--- src/hw/rtl/poc_ram.sv ---
// Generic simple dual-port RAM (one write port, one read port) with registered read.
`default_nettype none
module poc_ram #(
  parameter int Width = 8,
  parameter int Depth = 16
) (
  input  wire logic                     clk,
  input  wire logic                     we,
  input  wire logic [$clog2(Depth)-1:0] waddr,
  input  wire logic [Width-1:0]         wdata,
  input  wire logic [$clog2(Depth)-1:0] raddr,
  output logic      [Width-1:0]         rdata
);
  logic [Width-1:0] mem [Depth];
  always_ff @(posedge clk) begin
    if (we) mem[waddr] <= wdata;
    rdata <= mem[raddr];
  end
endmodule
`default_nettype wire

--- config.mk ---
export PLATFORM = sky130hd
export DESIGN_NAME = poc_ram
export DESIGN_NICKNAME = d
export VERILOG_FILES = /design/src/hw/rtl/poc_ram.sv
export SDC_FILE = /design/constraint.sdc
export NUM_CORES = 1
export LEC_CHECK = 0
export ABC_AREA = 1
export BUFFER_PORTS_ARGS = -buffer_cell sky130_fd_sc_hd__buf_2
export CORE_MARGIN = 1
export CORE_UTILIZATION = 61
export CTS_CLUSTER_DIAMETER = 50
export DETAILED_ROUTE_END_ITERATION = 8
export PLACE_DENSITY = 0.85
export SLEW_MARGIN = 20
export SYNTH_ARGS = -nofsm -noshare
export SYNTH_HDL_FRONTEND = slang
export SYNTH_SLANG_ARGS = --single-unit
--- constraint.sdc ---
create_clock -name clk -period 1.15 [get_ports clk]
set_input_delay 0.115 -clock clk [delete_from_list [all_inputs] [get_ports clk]]
set_output_delay 0.115 -clock clk [all_outputs]
set_load 0.01 [all_outputs]
=== Yosys cells after proc, flatten, opt, wreduce, memory -nomap -nowiden ===
Memory sizes are Yosys's and may differ from the RTL's. A register that Yosys moved wholly into a read port is not among the register bits.
Cells that the tools add are included.

* Multiplexer cells: 2

{| class="wikitable"
|+ Operator list
! cell !! count
|-
| $mux W1 || 2
|}

* Bits in registers: 0
* Memory bits (writable): 128
* Input bits: 18
* Output and inout bits: 8
* Word-level logic and storage cells: 3
* Memories: 1

{| class="wikitable"
|+ Memory list
! name !! depth !! bits a word !! rd ports !! clocked after Yosys merged registers in !! wr ports !! RTL line !! text
|-
| mem || 16 || 8 || 1 || 1 || 1 || 14 || <nowiki>logic [Width-1:0] mem [Depth];</nowiki>
|}

=== Logic depth before layout (Yosys ltp) ===
Gate-level depths: netlist of run 1.

* Depth in word-level cells: 2
* Mapped depth: 8
* Depth with buffers taken out: 7

=== Worst setup path before layout of run 1 ===
OpenSTA, ideal clock, no wires.

* Path kind: input-to-reg
* Start: input waddr[3]
* End: memory mem[4][0] (enable)
* Setup time: 370 ps
* Data arrival time: 696 ps
* Setup slack: 84 ps
* Stages: 2
* Buffers on the path: 0
* Cells stage by stage: nand3b_1 -> nor2_1

{| class="wikitable"
|+ RTL lines
! element !! RTL line !! text
|-
| from (decl) || 9 || <nowiki>input wire logic [$clog2(Depth)-1:0] waddr,</nowiki>
|-
| to (decl) || 14 ||
|}

Straight into the memory's write port.

=== Final worst setup path of run 1 ===
* Start: register rdata[7] (read register of mem)
* End: output rdata[7]

{| class="wikitable"
|+ RTL lines
! element !! RTL line !! text
|-
| from (decl) || 12 || <nowiki>output logic [Width-1:0] rdata</nowiki>
|}

No word-level cell between the ends.

==> summary.md, run 1 <==
| Metric | Value |
|---|---|
| Initial Utilization | 62.71% |
| R2R setup slack | 0.06 ns |
| Post-Syn Nets | 569 |
| Unique masters post-synth | 12 |
| TritonCTS clock tree | done |
| Period utilization | 100.2% |
| Power Dens Cells | 1775 nW/um^2 |
| Maximum number of pins on one net before global-route repair | 59 |
| YS warnings | 0 |
| Via count | 4,178 |
| Area of the die | 9847 sq um |
| Port buffer count | 25 |
| Max-cap violations | 0 |
| Fin cells | 726 |
| Mapped Cells | 551 |
| Most common cell after layout, fill and taps aside | nand2_1 |
| Clk root buf | clkbuf_8 |
| Layout Area Growth over Synthesis | 18.36% |
| Pre-antenna DRT Iters | 5 |
| GP Congestion | 0.9237 |
| CORE AREA | 9196 sq um |
| Die height | 99.23 microns |
| Arrival time worst endpoint | 1.04 ns |
| Sequential share of the synthesized area | 69.43% |
| RSZ-0062 raised after global routing | false |
| Final ANT Viol Nets | 0 |
| Final hold vios | 0 |
| First-pass GRT wire length | 21,530 microns |
| # H-tree levels | 4 |
| Peak supply drop | 1.579 mV |
| Worst Path Class, Setup | reg -> out |
| Share of cells above drive strength 1 | 13.98% |
| Routed wire length | 13,610 microns |
| GRT overflow | 0 |
| Min-delay src | wdata[2] |
| Final Setup Violations | 1 |
| Area of the multi-input gates | 1219 sq um |
| Post-DP HPWL | 7691 microns |
| Synthesized flop and latch total | 136 |
| Total track usage | 30.11% |
| Row Count | 35 |
| Diode count | 0 |
| Vias in the first global route | 4,134 |
| Failing checks | setup timing |
| Fin nets | 620 |
| Slowest cell on crit path | dfxtp_1 |
| Antenna violations before repair | 0 |
| Period minus WS final | 1.152 ns |
| Crit end category | output pin |
| CP startpoint kind | flip-flop |
| Crit-path max FO | 1 |
| Critical path's largest stage delay | 0.37 ns |
| Clock buffer depth | 2 |
| Syn_area_per_cell | 10.47 sq um |
| Clock latency on the worst-skew pair | 0.53 ns |
| FF+latch area | 4005 sq um |
| CP Data Required Time | 1.03 ns |
| Worst-margin pin slew | 0.4067 ns |
| Worst Hold Class | in -> reg |
| Worst Setup Slack, final | -0.001942 ns |
| Vias per cell | 5.755 |
| Reg clk slew, reported paths | 0.06 ns |
| CP startpoint | rdata[7] |
| CTS Sinks | 136 |
| LEAKAGE | 3.008 nW |
| Filler instances | 519 |
| Average routed wire per standard cell | 18.74 microns |
| Worst-path cell chain | buf_2 |
| Fmax | 868.1 MHz |
| Hold endpoint | mem[1][2] |
| Placed instance count | 689 |
| R2r startpoint | mem[7][3] |
| Worst slack, placed | -0.007031 ns |
| Buffers and inverters on the worst path | 1 |
| Initial DRC count | 436 |
| Hold path cells | 1 |
| Final-report max-slew violation count | 0 |
| Io pins | 26 |
| Fin Clk Skew | 0.009603 ns |
| Worst r2r dst | rdata[3] |
| Netlist Area Pre-Place | 5767 sq um |
| Commonest non-fill, non-tap cells in the layout | nand2_1, edfxtp_1, inv_1 |
| Slew HR | 72.89% |
| TritonCTS buffer count | 17 |
| DRC viols | 0 |
| Die width | 99.23 microns |
| Reg2Reg Depth | 6 |
| Outcome | finished, violations left |
| Delay-heaviest family, CP | flip-flops |
[worst max path at each step]
stage	end	slack [ns]	cells after the start
after floorplan	mem[4][0]	0.08	2
after global placement	rdata[4]	0.03	8
after detailed placement	rdata[3]	-0.007	7
after CTS	rdata[7]	0.005	1
after global routing	rdata[7]	0.003	1
final	rdata[7]	-0.002	1
[flip-flops by register name, indices dropped and copies added, names as in the netlist]
signal and flops:
mem 128, rdata 8
[cell families (layout without fill, tap and decap cells)]
logic type,Yosys count,after routing,synth area share (%)
simple gates,289,289,21.05
buf+inv,126,190,9.525
flops,136,136,69.43
[layer usage]
layer | vias to the layer above | GRT usage [%] | share of wire, %
li1 | 1876 | - | -
met1 | 1913 | 39.86 | 38
met2 | 332 | 46.10 | 47
met3 | 57 | 7.800 | 11
met4 | 0 | 16.40 | 4.0
met5 | - | 0 | 0
[Yosys cell counts (all sizes together)]
library cell  instances  area share [%]
nand2               173              11
edfxtp              128              67
inv                 102             6.6
nand3                97             8.4
buf                  24             2.9
nor2                 17             1.1
dfxtp                 8             2.8
nand3b                2            0.26
[final cells by class]
cell class                 instances  area share (%)
tap                              111           2.035
timing repair buffer              56           6.526
inverter                         102           5.610
clock inverter                    13           2.970
multi-input combinational        289           17.86
sequential                       136           58.68
clock buffer                      19           6.324
[stage by stage]
stage | power [mW] | cell area (sq um) | setup TNS, ns | hold WS, ns | util [%]
3_5_place_dp | 6.381 | 6135 | -0.01378 | 0.4466 | 66.71
3_3_place_gp | 6.352 | 6135 | 0 | 0.4547 | 66.71
6_report | 12.12 | 6825 | -0.001942 | 0.04070 | 74.22
2_1_floorplan | 6.078 | 5767 | 0 | 0.2139 | -
4_1_cts | 12.11 | 6819 | 0 | 0.01821 | 74.15
5_1_grt | 12.42 | 6825 | 0 | 0.01711 | 74.22
[timing repair]
| item | 4_1_cts | 5_1_grt |
|---|---|---|
| gates resized for setup | 0 | 2 |
| endpoints found under the setup margin | 0 | 2 |
| hold buffers | 5 | 0 |
| endpoints found under the hold margin | 50 | 0 |
| setup buffers | 0 | 0 |
[power breakdown]
part           switching (mW)  leakage (nW)  internal [mW]
sequential             0.0375          1.22           5.54
clock                    1.99         0.308           3.78
combinational           0.511          1.48          0.245
total                    2.54          3.01           9.57
Note: power is estimated with default switching activity, not from simulation.
==> run 2, diff against run 1 <==
Settings changed: CAP_MARGIN set to 25, CORE_ASPECT_RATIO set to 1.1.
==> summary.md, run 2 (synthesis gave the netlist of run 1 again) <==
| Metric | Value |
|---|---|
| Fmax | 901.9 MHz (was 868.1 MHz) |
| Power Dens Cells | 1745 nW/um^2 (was 1775 nW/um^2) |
| CORE AREA | 9009 sq um (was 9196 sq um) |
| Antenna violations before repair | 0 (unchanged) |
| CTS Sinks | 136 (unchanged) |
| Slowest cell on crit path | dfxtp_2 (was dfxtp_1) |
| Total track usage | 31.38% (was 30.11%) |
| Delay-heaviest family, CP | flip-flops (unchanged) |
| Final ANT Viol Nets | 0 (unchanged) |
| # H-tree levels | 4 (unchanged) |
| Worst-path cell chain | buf_2 (unchanged) |
| Post-DP HPWL | 7932 microns (was 7691 microns) |
| GRT overflow | 0 (unchanged) |
| Hold slack | 0.01037 ns (was 0.04070 ns) |
| Slew HR | 71.18% (was 72.89%) |
| Worst Path Class, Setup | reg -> out (unchanged) |
| Clock buffer depth | 2 (unchanged) |
| Layout Area Growth over Synthesis | 17.53% (was 18.36%) |
| DRC viols | 0 (unchanged) |
| Row Count | 36 (was 35) |
| TritonCTS buffer count | 17 (unchanged) |
| Diode count | 0 (unchanged) |
| CP startpoint kind | flip-flop (unchanged) |
| Reg clk slew, reported paths | 0.06 ns (about the same) |
| Area of the die | 9847 sq um (about the same) |
| First-pass GRT wire length | 21,800 microns (was 21,530 microns) |
| Die width | 94.71 microns (was 99.23 microns) |
| Peak supply drop | 1.418 mV (was 1.579 mV) |
| Worst Hold Class | in -> reg (unchanged) |
| Fin Clk Skew | 0.005572 ns (was 0.009603 ns) |
| Die height | 104.0 microns (was 99.23 microns) |
| Io pins | 26 (unchanged) |
| Period utilization | 96.41% (was 100.2%) |
| Critical path's largest stage delay | 0.33 ns (was 0.37 ns) |
| Buffers and inverters on the worst path | 1 (unchanged) |
| Final Setup Violations | 0 (was 1) |
| Clk root buf | clkbuf_8 (unchanged) |
| Share of cells above drive strength 1 | 14.29% (was 13.98%) |
| Maximum number of pins on one net before global-route repair | 65 (was 59) |
| GP Congestion | 0.8686 (was 0.9237) |
| Util after Layout | 75.24% (was 74.22%) |
| Average routed wire per standard cell | 19.31 microns (was 18.74 microns) |
| Initial DRC count | 653 (was 436) |
| Vias in the first global route | 4,155 (was 4,134) |
| Period minus WS final | 1.109 ns (was 1.152 ns) |
| RSZ-0062 raised after global routing | false (unchanged) |
| TritonCTS clock tree | done (unchanged) |
| Crit-path max FO | 1 (unchanged) |
| Fin nets | 621 (was 620) |
| Worst-margin pin slew | 0.4324 ns (was 0.4067 ns) |
| Max reg flops | 128 (unchanged) |
| Final-report max-slew violation count | 0 (unchanged) |
| CP Data Required Time | 1.03 ns (about the same) |
| Reg with most FFs | mem (unchanged) |
| Port buffer count | 25 (unchanged) |
| Commonest non-fill, non-tap cells in the layout | nand2_1, edfxtp_1, inv_1 (unchanged) |
| Final hold vios | 0 (unchanged) |
| Filler instances | 520 (was 519) |
| Top flop regs | mem: 128 flops, rdata: 8 flops (unchanged) |
| Vias per cell | 5.784 (was 5.755) |
| Via count | 4,222 (was 4,178) |
| LEAKAGE | 2.986 nW (was 3.008 nW) |
| Clock latency on the worst-skew pair | 0.54 ns (was 0.53 ns) |
| Pre-antenna DRT Iters | 5 (unchanged) |
| Most common cell after layout, fill and taps aside | nand2_1 (unchanged) |
| Initial Utilization | 64.01% (was 62.71%) |
| Arrival time worst endpoint | 0.99 ns (was 1.04 ns) |
| Crit end category | output pin (unchanged) |
| Routed wire length | 14,100 microns (was 13,610 microns) |
| Max-cap violations | 0 (unchanged) |
| Outcome | finished, final reports clean (was finished, violations left) |
## run 2: stage by stage
step	instances	setup slack, ns	cell area, sq um	setup TNS [ns]	power, mW
after floorplan	551	0.08416	5767	0	6.078
after global placement	693	-0.01282	6121	-0.01282	6.349
after detailed placement	693	-0.01852	6121	-0.04701	6.372
after CTS	730	0.01266	6771	0	11.78
after global routing	730	0.004706	6778	0	12.09
final	730	0.04125	6778	0	11.83
## run 2: final timing paths
path	endpoint	slack, ns	cells past startpoint	start
min	mem[14][6]	0.01	1	wdata[6]
max reg2reg	rdata[2]	0.05	6	mem[3][2]
max	rdata[3]	0.04	1	rdata[3]
min reg2reg	rdata[7]	0.66	6	mem[10][7]
## run 2: final cells by class
cell class,instances,area [sq um],area share [%]
Multi-Input combinational cell,289,1219,17.98
Inverter,102,382.9,5.649
Clock buffer,18,417.9,6.166
Sequential cell,136,4006,59.11
Timing Repair Buffer,57,427.9,6.313
Tap cell,114,142.6,2.104
Clock inverter,14,181.4,2.677
## run 2: what timing repair did
action | CTS | global route
hold buffers | 5 | 0
resized for setup | 1 | 2
setup endpoints to repair | 1 | 2
setup buffers | 0 | 0
hold endpoints to repair | 67 | 0
## run 2: power by group
group | switching (mW) | leakage [nW] | total (mW) | internal, mW
sequential | 0.0357 | 1.22 | 5.58 | 5.54
combinational | 0.513 | 1.47 | 0.750 | 0.237
clock | 2.00 | 0.290 | 5.50 | 3.49
## run 2: metal layers
layer / vias to the layer above / share of wire [%] / global-route usage [%] / wire (microns)
met5: - / 0 / 0 / 0
li1: 1877 / - / - / -
met4: 0 / 4.9 / 17.86 / 696
met2: 333 / 48 / 47.58 / 6815
met3: 69 / 11 / 8.699 / 1539
met1: 1943 / 36 / 40.50 / 5046
